[config.mk]
export PLATFORM = sky130hd
export DESIGN_NAME = dual_gnss_fix_selecting_mux_flat
export DESIGN_NICKNAME = d
export VERILOG_FILES = /design/src/rtl/core/dgfsm_pkg.sv /design/src/rtl/core/dgfsm_in_if.sv /design/src/rtl/core/dgfsm_out_if.sv /design/src/rtl/core/dgfsm_parser.sv /design/src/rtl/core/dual_gnss_fix_selecting_mux.sv /design/src/flat_wrapper.sv
export SDC_FILE = /design/constraint.sdc
export NUM_CORES = 1
export LEC_CHECK = 0
export ABC_AREA = 0
export BUFFER_PORTS_ARGS = -buffer_cell sky130_fd_sc_hd__buf_2
export CORE_UTILIZATION = 45
export CTS_BUF_LIST = sky130_fd_sc_hd__clkbuf_8
export CTS_CLUSTER_DIAMETER = 60
export DETAILED_ROUTE_END_ITERATION = 10
export GPL_ROUTABILITY_DRIVEN = 0
export GPL_TIMING_DRIVEN = 0
export SLEW_MARGIN = 5
export SYNTH_ARGS = -nofsm -noshare
export SYNTH_HDL_FRONTEND = slang
export SYNTH_SLANG_ARGS = --single-unit
[constraint.sdc]
create_clock -name clk -period 6 [get_ports clk]
set_input_delay 0.6 -clock clk [delete_from_list [all_inputs] [get_ports clk]]
set_output_delay 0.6 -clock clk [all_outputs]
set_load 0.01 [all_outputs]
[src/rtl/core/dgfsm_pkg.sv]
// Package for the dual GNSS fix-selecting mux.
// Parser phase type, NMEA character constants and the update request struct.
// No dependencies.
package dgfsm_pkg;

  localparam int unsigned ByteW    = 8;
  localparam int unsigned IdxW     = 4;
  localparam int unsigned CommasW  = 4;

  localparam logic [ByteW-1:0]   StartChar  = 8'h24;  // '$'
  localparam logic [ByteW-1:0]   CommaChar  = 8'h2C;  // ','
  localparam logic [ByteW-1:0]   ZeroChar   = 8'h30;  // '0'
  localparam logic [IdxW-1:0]    PrefixLen  = 4'd5;   // "GPGGA"
  localparam logic [CommasW-1:0] CommasRst  = 4'd5;

  typedef enum logic [1:0] {
    PH_IDLE   = 2'd0,
    PH_PREFIX = 2'd1,
    PH_FIELD  = 2'd2
  } parse_phase_t;

  // One parser update: enable, the byte and the comma count in force
  typedef struct packed {
    logic               en;
    logic [ByteW-1:0]   rx_byte;
    logic [CommasW-1:0] commas;
  } parse_req_t;

  // Character of the "GPGGA" tag at a position
  function automatic logic [ByteW-1:0] gga_char(input logic [2:0] pos);
    logic [ByteW-1:0] ch;
    case (pos)
      3'd0:    ch = 8'h47;  // G
      3'd1:    ch = 8'h50;  // P
      3'd2:    ch = 8'h47;  // G
      3'd3:    ch = 8'h47;  // G
      3'd4:    ch = 8'h41;  // A
      default: ch = 8'h00;
    endcase
    return ch;
  endfunction

endpackage

[src/rtl/core/dgfsm_in_if.sv]
// Input channel interface: one received byte word with source and error tag.
// Depends on dgfsm_pkg.
interface dgfsm_in_if;
  logic                     valid;
  logic                     ready;
  logic                     op;
  logic [dgfsm_pkg::ByteW-1:0] rx_byte;
  logic                     line_error;

  modport source (output valid, output op, output rx_byte, output line_error, input ready);
  modport sink   (input valid, input op, input rx_byte, input line_error, output ready);
endinterface

[src/rtl/core/dgfsm_out_if.sv]
// Result channel interface: forward decision, byte and both fix qualities.
// Depends on dgfsm_pkg.
interface dgfsm_out_if;
  logic                     valid;
  logic                     ready;
  logic                     forward_valid;
  logic [dgfsm_pkg::ByteW-1:0] forward_byte;
  logic [dgfsm_pkg::ByteW-1:0] fix_first;
  logic [dgfsm_pkg::ByteW-1:0] fix_second;
  logic                     any_fix;

  modport source (output valid, output forward_valid, output forward_byte,
                  output fix_first, output fix_second, output any_fix, input ready);
  modport sink   (input valid, input forward_valid, input forward_byte,
                  input fix_first, input fix_second, input any_fix, output ready);
endinterface

[src/rtl/core/dgfsm_parser.sv]
// Per-receiver GGA sentence parser holding phase, match index and fix quality.
// Depends on dgfsm_pkg.
module dgfsm_parser (
  input  logic                        clk,
  input  logic                        rst_n,
  input  dgfsm_pkg::parse_req_t       req,
  output logic [dgfsm_pkg::ByteW-1:0] fix_r,
  output logic [dgfsm_pkg::ByteW-1:0] fix_nxt
);
  import dgfsm_pkg::*;

  parse_phase_t    phase_r, phase_nxt;
  logic [IdxW-1:0] idx_r, idx_nxt;

  always_comb begin
    phase_nxt = phase_r;
    idx_nxt   = idx_r;
    fix_nxt   = fix_r;
    if (req.en) begin
      case (phase_r)
        PH_IDLE: begin
          if (req.rx_byte == StartChar) begin
            phase_nxt = PH_PREFIX;
            idx_nxt   = '0;
          end
        end
        PH_PREFIX: begin
          if (idx_r < PrefixLen && req.rx_byte == gga_char(idx_r[2:0])) begin
            idx_nxt = idx_r + 1'b1;
          end else if (idx_r == PrefixLen) begin
            idx_nxt   = '0;
            phase_nxt = PH_FIELD;
          end else begin
            phase_nxt = PH_IDLE;
          end
        end
        PH_FIELD: begin
          // non-comma bytes before the target field are skipped
          if (idx_r < req.commas && req.rx_byte == CommaChar) begin
            idx_nxt = idx_r + 1'b1;
          end else if (idx_r == req.commas) begin
            phase_nxt = PH_IDLE;
            fix_nxt   = req.rx_byte - ZeroChar;
          end
        end
        default: begin
          phase_nxt = PH_IDLE;
        end
      endcase
    end
  end

  always_ff @(posedge clk) begin
    if (!rst_n) begin
      phase_r <= PH_IDLE;
      idx_r   <= '0;
      fix_r   <= '0;
    end else begin
      phase_r <= phase_nxt;
      idx_r   <= idx_nxt;
      fix_r   <= fix_nxt;
    end
  end

endmodule

[src/rtl/core/dual_gnss_fix_selecting_mux.sv]
// Top level of the dual GNSS fix-selecting mux: input register, two parsers,
// forward decision and result register. Depends on dgfsm_pkg, dgfsm_in_if,
// dgfsm_out_if and dgfsm_parser.
//
// Usage:
//   in_ch  : one received byte word per handshake, tagged with its receiver
//            (op) and a line error flag. Error words leave parser state alone
//            and are never forwarded, but still produce a result word.
//   out_ch : one result word per input word, in order: forward flag, the byte,
//            both fix qualities after the update and an any-fix flag.
//   cfg_we/cfg_wdata : comma count before the fix field; write only while idle.
// Path: a word accepted from in_ch waits in the input register, then moves to
//   the result register and is offered on out_ch from there.
// Throughput: one word per cycle unless out_ch stalls; the parser update is
//   a single short step as the word goes from the input to the result register.
// Reset (rst_n low, synchronous): both parsers idle, fixes zero, comma
//   count 5, pipeline empty.
// Stall: when out_ch.ready is low the result holds and the input register
//   still takes one word; in_ch.ready drops only once both are full.
module dual_gnss_fix_selecting_mux (
  input  logic                          clk,
  input  logic                          rst_n,
  dgfsm_in_if.sink                      in_ch,
  dgfsm_out_if.source                   out_ch,
  input  logic                          cfg_we,
  input  logic [dgfsm_pkg::CommasW-1:0] cfg_wdata
);
  import dgfsm_pkg::*;

  // config register
  logic [CommasW-1:0] commas_r;

  // input register stage
  logic             s1_valid_r, s1_valid_nxt;
  logic             s1_op_r;
  logic [ByteW-1:0] s1_byte_r;
  logic             s1_err_r;

  // result register
  logic             out_valid_r, out_valid_nxt;
  logic             fwd_r, fwd_nxt;
  logic [ByteW-1:0] byte_r;
  logic [ByteW-1:0] fix0_out_r, fix1_out_r;
  logic             any_r, any_nxt;

  logic             adv;      // word in input register moves on this edge
  logic             in_acc;
  parse_req_t       req0, req1;
  logic [ByteW-1:0] fix0_r, fix0_nxt, fix1_r, fix1_nxt;

  assign adv          = !out_valid_r || out_ch.ready;
  assign in_ch.ready  = !s1_valid_r || adv;
  assign in_acc       = in_ch.valid && in_ch.ready;

  assign s1_valid_nxt  = in_acc ? 1'b1 : (adv ? 1'b0 : s1_valid_r);
  assign out_valid_nxt = adv ? s1_valid_r : out_valid_r;

  // route the word to its receiver's parser; error words update nothing
  always_comb begin
    req0.en      = s1_valid_r && adv && !s1_err_r && !s1_op_r;
    req0.rx_byte = s1_byte_r;
    req0.commas  = commas_r;
    req1.en      = s1_valid_r && adv && !s1_err_r && s1_op_r;
    req1.rx_byte = s1_byte_r;
    req1.commas  = commas_r;
  end

  dgfsm_parser u_parser0 (
    .clk     (clk),
    .rst_n   (rst_n),
    .req     (req0),
    .fix_r   (fix0_r),
    .fix_nxt (fix0_nxt)
  );

  dgfsm_parser u_parser1 (
    .clk     (clk),
    .rst_n   (rst_n),
    .req     (req1),
    .fix_r   (fix1_r),
    .fix_nxt (fix1_nxt)
  );

  // receiver 0 wins ties
  always_comb begin
    if (s1_err_r) begin
      fwd_nxt = 1'b0;
    end else if (!s1_op_r) begin
      fwd_nxt = (fix0_nxt >= fix1_nxt);
    end else begin
      fwd_nxt = (fix1_nxt > fix0_nxt);
    end
    any_nxt = (fix0_nxt != '0) || (fix1_nxt != '0);
  end

  always_ff @(posedge clk) begin
    if (!rst_n) begin
      commas_r    <= CommasRst;
      s1_valid_r  <= 1'b0;
      out_valid_r <= 1'b0;
    end else begin
      if (cfg_we) begin
        commas_r <= cfg_wdata;
      end
      s1_valid_r  <= s1_valid_nxt;
      out_valid_r <= out_valid_nxt;
    end
  end

  // payload registers
  always_ff @(posedge clk) begin
    if (in_acc) begin
      s1_op_r   <= in_ch.op;
      s1_byte_r <= in_ch.rx_byte;
      s1_err_r  <= in_ch.line_error;
    end
    if (adv && s1_valid_r) begin
      fwd_r      <= fwd_nxt;
      byte_r     <= s1_byte_r;
      fix0_out_r <= fix0_nxt;
      fix1_out_r <= fix1_nxt;
      any_r      <= any_nxt;
    end
  end

  assign out_ch.valid         = out_valid_r;
  assign out_ch.forward_valid = fwd_r;
  assign out_ch.forward_byte  = byte_r;
  assign out_ch.fix_first     = fix0_out_r;
  assign out_ch.fix_second    = fix1_out_r;
  assign out_ch.any_fix       = any_r;

`ifndef SYNTHESIS
  // fixes only move when a word is handed to the result register
  a_fix_hold: assert property (@(posedge clk) disable iff (!rst_n)
    !(s1_valid_r && adv) |=> ($stable(fix0_r) && $stable(fix1_r)))
    else $error("fix quality changed without a word moving");

  // result fixes agree with parser state once the pipe has drained
  a_fix_match: assert property (@(posedge clk) disable iff (!rst_n)
    (out_valid_r && !s1_valid_r) |-> (fix0_out_r == fix0_r && fix1_out_r == fix1_r))
    else $error("result fix differs from parser state");

  // both stages full and stalled means no new word may enter
  a_full_block: assert property (@(posedge clk) disable iff (!rst_n)
    (s1_valid_r && out_valid_r && !out_ch.ready) |-> !in_ch.ready)
    else $error("input accepted while pipeline full");

  // an error word is never forwarded
  a_err_drop: assert property (@(posedge clk) disable iff (!rst_n)
    (s1_valid_r && adv && s1_err_r) |=> !out_ch.forward_valid)
    else $error("error word forwarded");
`endif

endmodule

[src/flat_wrapper.sv]
// flat-port wrapper written by rule: the top's interface ports become plain ports
module dual_gnss_fix_selecting_mux_flat import dgfsm_pkg::*;
  (clk, rst_n, cfg_we, cfg_wdata, in_ch_valid, in_ch_op, in_ch_rx_byte, in_ch_line_error, in_ch_ready, out_ch_valid, out_ch_forward_valid, out_ch_forward_byte, out_ch_fix_first, out_ch_fix_second, out_ch_any_fix, out_ch_ready);
  dgfsm_in_if in_ch_i ();
  dgfsm_out_if out_ch_i ();
  input  logic clk;
  input  logic rst_n;
  input  logic cfg_we;
  input  logic [dgfsm_pkg::CommasW-1:0] cfg_wdata;
  input wire logic [$bits(in_ch_i.valid)-1:0] in_ch_valid;
  input wire logic [$bits(in_ch_i.op)-1:0] in_ch_op;
  input wire logic [$bits(in_ch_i.rx_byte)-1:0] in_ch_rx_byte;
  input wire logic [$bits(in_ch_i.line_error)-1:0] in_ch_line_error;
  output wire logic [$bits(in_ch_i.ready)-1:0] in_ch_ready;
  output wire logic [$bits(out_ch_i.valid)-1:0] out_ch_valid;
  output wire logic [$bits(out_ch_i.forward_valid)-1:0] out_ch_forward_valid;
  output wire logic [$bits(out_ch_i.forward_byte)-1:0] out_ch_forward_byte;
  output wire logic [$bits(out_ch_i.fix_first)-1:0] out_ch_fix_first;
  output wire logic [$bits(out_ch_i.fix_second)-1:0] out_ch_fix_second;
  output wire logic [$bits(out_ch_i.any_fix)-1:0] out_ch_any_fix;
  input wire logic [$bits(out_ch_i.ready)-1:0] out_ch_ready;
  assign in_ch_i.valid = in_ch_valid;
  assign in_ch_i.op = in_ch_op;
  assign in_ch_i.rx_byte = in_ch_rx_byte;
  assign in_ch_i.line_error = in_ch_line_error;
  assign in_ch_ready = in_ch_i.ready;
  assign out_ch_valid = out_ch_i.valid;
  assign out_ch_forward_valid = out_ch_i.forward_valid;
  assign out_ch_forward_byte = out_ch_i.forward_byte;
  assign out_ch_fix_first = out_ch_i.fix_first;
  assign out_ch_fix_second = out_ch_i.fix_second;
  assign out_ch_any_fix = out_ch_i.any_fix;
  assign out_ch_i.ready = out_ch_ready;
  dual_gnss_fix_selecting_mux u_core (.clk(clk), .rst_n(rst_n), .in_ch(in_ch_i), .out_ch(out_ch_i), .cfg_we(cfg_we), .cfg_wdata(cfg_wdata));
endmodule
# [Word-level counts from Yosys, hierarchy flattened]
# Cells that the tools add are included.
[totals] regBits=70 in_bits=19 out_inout_bits=28 elab_cells=126
[classes] addsub=3 n_lt_le_gt_ge=6 eq_ne=32 n_mux=37 n_reduce_logical=31
[ops] cell="$mux W8" count=12
[ops] cell="$pmux W7 S3" count=2
[ops] cell="$mux W4" count=7
[ops] cell="$pmux W4 S3" count=2
[ops] cell="$reduce_and A5 Y1" count=4
[ops] cell="$mux W2" count=9
[ops] cell="$ne A2 B2 Y1 const B" count=9
[ops] cell="$eq A8 B6 Y1 const B" count=2
[ops] cell="$eq A8 B8 Y1" count=2
[ops] cell="$reduce_bool A8 Y1" count=2
[ops] cell="$eq A3 B2 Y1 const B" count=4
[ops] cell="$pmux W2 S3" count=2
[ops] cell="$logic_and A1 B1 Y1" count=9
[ops] cell="$add A4 B1 Y4 const B" count=2
[ops] cell="$eq A4 B3 Y1 const B" count=2
[ops] cell="$eq A4 B4 Y1" count=2
[ops] cell="$ge A8 B8 Y1" count=1
[ops] cell="$gt A8 B8 Y1" count=1
[ops] cell="$lt A4 B3 Y1 const B" count=2
[ops] cell="$lt A4 B4 Y1" count=2
[ops] cell="$sub A8 B6 Y8 const B" count=1
[ops] cell="$eq A3 B1 Y1 const B" count=2
[ops] cell="$eq A3 B3 Y1 const B" count=2
[ops] cell="$logic_not A3 Y1" count=2
[ops] cell="11 further kinds" count=24

# [Depth between registers and ports, before layout]
[depth] ltp_word=10 mapped_depth=16 ltp_nobuf=15

# [Cells and area by module]
# From an unflattened synthesis, not the netlist that was laid out.
[unflattened] hier_cells=357 hier_area_um2=3990.1
[modules_own_cells] module="dgfsm_parser" n_inst=2 cells_per_inst=130 area_per_inst_um2=1207.4 seq_area_each_um2=280.3
[modules_own_cells] module="dual_gnss_fix_selecting_mux" n_inst=1 cells_per_inst=97 area_per_inst_um2=1575.3 seq_area_each_um2=1201.2

# [Worst setup path before layout]
# Ideal clock, no wire load.
[synth_path] path_kind="register -> register" start="register u_core.s1_byte_r[4]" end="register u_core.fwd_r (netlist: u_core.out_ch.forward_valid) (data pin)" setup_time_ns=0.259 arrival_time_ns=3.115 required_time_ns=5.741 path_slack_ns=2.626 stages_incl_launch_ff=17 n_path_buf=1 synth_period_minus_slack_ns=3.374 path_cell_list="edfxtp_1 inv_1 ha_1 or4b_4 nor2_2 a41oi_1 and4_1 buf_6 mux2i_1 inv_1 ha_1 a21o_1 a21o_1 a21oi_1 o21ai_0 mux2i_1 nor2_1"
[synth_between] elab_chain_cells=7 word_cells_on_any_way=15 cone_classes="add/sub (1); order compare (2); eq/ne (1); mux (9); reduce/logical (2)"
[synth_rtl] item="start, declared" line_no="dual_gnss_fix_selecting_mux.sv:36" rtl="logic [ByteW-1:0] s1_byte_r;"
[synth_rtl] item="start signal, assigned" line_no="dual_gnss_fix_selecting_mux.sv:114" rtl="s1_byte_r <= in_ch.rx_byte;"
[synth_rtl] item="$sub A8 B6 Y8 or $eq A8 B6 Y1 (tied branches)" line_no="dgfsm_parser.sv:43, dgfsm_parser.sv:39"
[synth_rtl] item="$mux W8 or $logic_and A1 B1 Y1 (tied branches)" line_no="dgfsm_parser.sv:41, dgfsm_parser.sv:39"
[synth_rtl] item="$mux W8 (*)" line_no="dgfsm_parser.sv:39" rtl="if (idx_r < req.commas && req.rx_byte == CommaChar) begin"
[synth_rtl] item="$mux W8 (*)" line_no="dgfsm_parser.sv:20" rtl="case (phase_r)"
[synth_rtl] item="$mux W8 (*)" line_no="dgfsm_parser.sv:19" rtl="if (req.en) begin"
[synth_rtl] item="net u_core.fix1_nxt[5]" line_no="dual_gnss_fix_selecting_mux.sv:49" rtl="logic [ByteW-1:0] fix0_r, fix0_nxt, fix1_r, fix1_nxt;"
[synth_rtl] item="$ge A8 B8 Y1 or $gt A8 B8 Y1 (tied branches)" line_no="dual_gnss_fix_selecting_mux.sv:89, dual_gnss_fix_selecting_mux.sv:91"
[synth_rtl] item="$mux W1 (*)" line_no="dual_gnss_fix_selecting_mux.sv:88" rtl="end else if (!s1_op_r) begin"
[synth_rtl] item="end signal, assigned" line_no="dual_gnss_fix_selecting_mux.sv:118" rtl="fwd_r <= fwd_nxt;"
[synth_rtl] item="end, declared" line_no="dual_gnss_fix_selecting_mux.sv:41" rtl="logic fwd_r, fwd_nxt;"
# Mark *: on every way through the listed nets, which the timed path passes. The rest lies on a longest branch.
# A chain may end at the register's enable or synchronous reset.

# [Worst setup path after layout]
# Same ends and word-level chain as after synthesis.

==> impl_metrics.tcl <==
set metrics [dict create \
    run_status "finished clean" \
    port-buffer-count 45 \
    grt_pass1_vias 2580 \
    min_to "u_core.s1_op_r" \
    dieArea_um2 8480 \
    numClockSinks 70 \
    antenna_found_initial 0 \
    via_count 2599 \
    critPathCaptureType "flop" \
    timing.hold.ws_ps 422 \
    layout-drive-gt1-share_pct 22.1 \
    first_iter_violations 86 \
    root_buffer "clkbuf_8" \
    p_leak_nw 1.75 \
    placed_cell_area_um2 4010 \
    clock_skew_ps 7.22 \
    max_stage_delay_ps 540 \
    hpwlAfterDp_um 5620 \
    clk_pin_slew_ps 80 \
    clkLatencyLatePin_ps 350 \
    holdPathStages 1 \
    cts_max_level 3 \
    synth_fp_nets 386 \
    pre_cts_ws_ps 2110 \
    drcViolationCount 0 \
    post_cts_resized 0 \
    yosys_warnings 0 \
    cts_tree "yes" \
    ys_top_cells_by_area "edfxtp_1 (30%), dfxtp_1 (19%), ha_1 (12%)" \
    r2r_setup_slack_ps 2100 \
    period_share_pct 65.0 \
    ir_worst_vdd_mv 0.185 \
    ys_types 54 \
    critPathKind "flop to flop" \
    drt-total-wl_um 7640 \
    final_common_cell "buf_2" \
    core_area_um2 7810 \
    cp_max_fo 10 \
    mostFrequentLayoutCells "buf_2 (45), edfxtp_1 (36), ha_1 (34), dfxtp_1 (34), inv_1 (33)" \
    synth_seq_cells 70 \
    numCtsBuffers 9 \
    die_height_um 92.1 \
    nFillCells 729 \
    rr_endpoint "u_core.out_ch.forward_valid" \
    grt.overflow.total 0 \
    crit_chain "inv_1, ha_1, or4b_4, nor2_2, a41oi_1, and4_1, buf_6, mux2i_1, inv_1, ha_1, a21o_1, a21o_1, a21oi_1, o21ai_0, mux2i_1, nor2_1" \
    hold_start "in_ch_op" \
    finish.instance_area_um2 4230 \
    post-cts-setup-buffers 0 \
    antennaDiodeCount 0 \
    tns_ps 0 \
    synth_seq_area_share_pct 48.2 \
    detail-route-antenna-nets 0 \
    final-hold-violation-count 0 \
    critPathArrivalTime_ps 4000 \
    fin_ws_ps 2100 \
    synth_top_cell_area_share_pct 29.6 \
    synth_top_area_cell "edfxtp_1" \
    drv_cap 0 \
    final_net_count 442 \
    cp.buffers_inverters 3 \
    max_freq_ghz 0.256 \
    rows 32 \
    start_kind "flop" \
    cpLargestDelayFamily "simple AND/OR/NAND/NOR gates" \
    worstRegToRegCells 16 \
    min_period_ps 3900 \
    vias_per_cell 5.24 \
    grt_util_all_layers_pct 19.5 \
    wl_per_cell_um 15.4 \
    syn_to_final_growth_pct 15.7 \
    postSynth.asyncResetShare_pct 0 \
    die_w_um 92.1 \
    pin_count 47 \
    required_ps 6100 \
    grt_max_degree 27 \
    min-delay-path-class "input port to flop" \
    worstMarginPinSlew_ps 1100 \
    rsz0062_at_grt "false" \
    synth_edf_count 36 \
    syn-cell-area_um2 3650 \
    slowest_stage "edfxtp_1" \
    grt_pass1_wl_um 12500 \
    slew-limit-headroom_pct 26.8 \
    avgSynthCellArea_um2 11.0 \
    clockBufferDepth 2 \
    initial_core_util_pct 46.8 \
    synth_cells 333 \
    first_pass_iters 4 \
    setup_viol 0 \
    p_per_area_nw_per_um2 239 \
    dominantRegCellSynth "edfxtp_1" \
    slew_viol_final 0 \
    hold_buffers 0 \
    worstReg2RegStart "u_core.s1_byte_r[4]" \
]
## power breakdown
group	switching, W	internal [W]
Combinational	0.0000335	0.0000206
Clock	0.000191	0.000236
Sequential	0.0000115	0.000518
Total	0.000236	0.000775
## metrics by stage
stage / util [%] / total power, W / std cells
floorplan: - / 0.000568 / 333
global placement: 51.3 / 0.000594 / 480
detailed placement: 51.3 / 0.000596 / 480
CTS: 54.1 / 0.00102 / 496
global route: 54.1 / 0.00104 / 496
finish: 54.1 / 0.00101 / 496
## cells by family after synthesis
logic type	count (synthesis)	share of synthesized area (%)
AND/OR/NAND/NOR	106	16.4
flip-flops	70	48.2
AO/OA/AOI/OAI	50	10.0
buffers and inverters	41	4.73
adder cells (fa/ha/maj)	34	11.6
multiplexers	27	7.81
XOR/XNOR	5	1.20
## routing by layer
layer | vias up | GRT usage, % | wire length [um]
li1 | 1307 | - | -
met1 | 1233 | 25.9 | 3800
met2 | 49 | 30.8 | 3440
met3 | 10 | 3.65 | 238
met4 | 0 | 9.11 | 150
met5 | - | 0 | 0
## state kept, by name, indices dropped and copies added, names as in the netlist, 2 cells and up
name,cells
u_core.u_parser0.phase_r,2
u_core.u_parser0.fix_r,8
u_core.u_parser1.fix_r,8
u_core.u_parser1.idx_r,4
u_core.u_parser0.idx_r,4
u_core.commas_r,4
u_core.out_ch.fix_second,8
u_core.u_parser1.phase_r,2
u_core.out_ch.forward_byte,8
u_core.out_ch.fix_first,8
u_core.s1_byte_r,8
## worst register-to-register path: stages, from the launching register on
cell      delay [ps]
edfxtp_1         540
inv_1            210
ha_1             180
or4b_4           480
nor2_2           150
a41oi_1          190
and4_1           270
buf_6            150
mux2i_1          200
inv_1             90
ha_1             290
a21o_1           180
a21o_1           170
a21oi_1          180
o21ai_0          140
mux2i_1          160
nor2_1            60
## synthesized netlist by cell type (2+ instances only)
cell type,instances
a21o_1,3
a21oi_1,13
a31oi_1,5
and2_1,9
and3_1,2
buf_6,2
clkbuf_1,4
dfxtp_1,34
edfxtp_1,36
ha_1,34
inv_1,33
mux2_2,8
mux2i_1,18
nand2_1,11
nand2_2,2
nand2b_1,10
nand3_1,10
nand3b_1,2
nand4_1,5
nor2_1,30
nor2b_1,5
nor3_1,2
nor4_1,4
o21ai_0,10
o21ba_2,2
o21bai_1,2
o32ai_1,2
or4_1,6
xnor2_1,3
xor2_1,2
## area by class of cell
class	count	area, um^2	area share [%]
clock inverter	7	96.3	2.28
sequential	70	1760	41.7
tap	102	128	3.02
clock buffer	9	124	2.93
buffer	7	45.0	1.07
inverter	34	128	3.02
multi-input combinational	222	1720	40.7
timing repair buffer	45	225	5.33
## worst max-delay path by stage
stage / startpoint / to / slack, ps / depth (start not counted)
global placement: u_core.s1_byte_r[4] / u_core.out_ch.forward_valid / 2120 / 16
global route: u_core.s1_byte_r[4] / u_core.out_ch.forward_valid / 1820 / 16
detailed placement: u_core.s1_byte_r[4] / u_core.out_ch.forward_valid / 2110 / 16
CTS: u_core.s1_byte_r[4] / u_core.out_ch.forward_valid / 2080 / 16
finish: u_core.s1_byte_r[4] / u_core.out_ch.forward_valid / 2100 / 16
floorplan: u_core.s1_byte_r[4] / u_core.out_ch.forward_valid / 2630 / 16
Note: power is estimated with default switching activity, not from simulation.
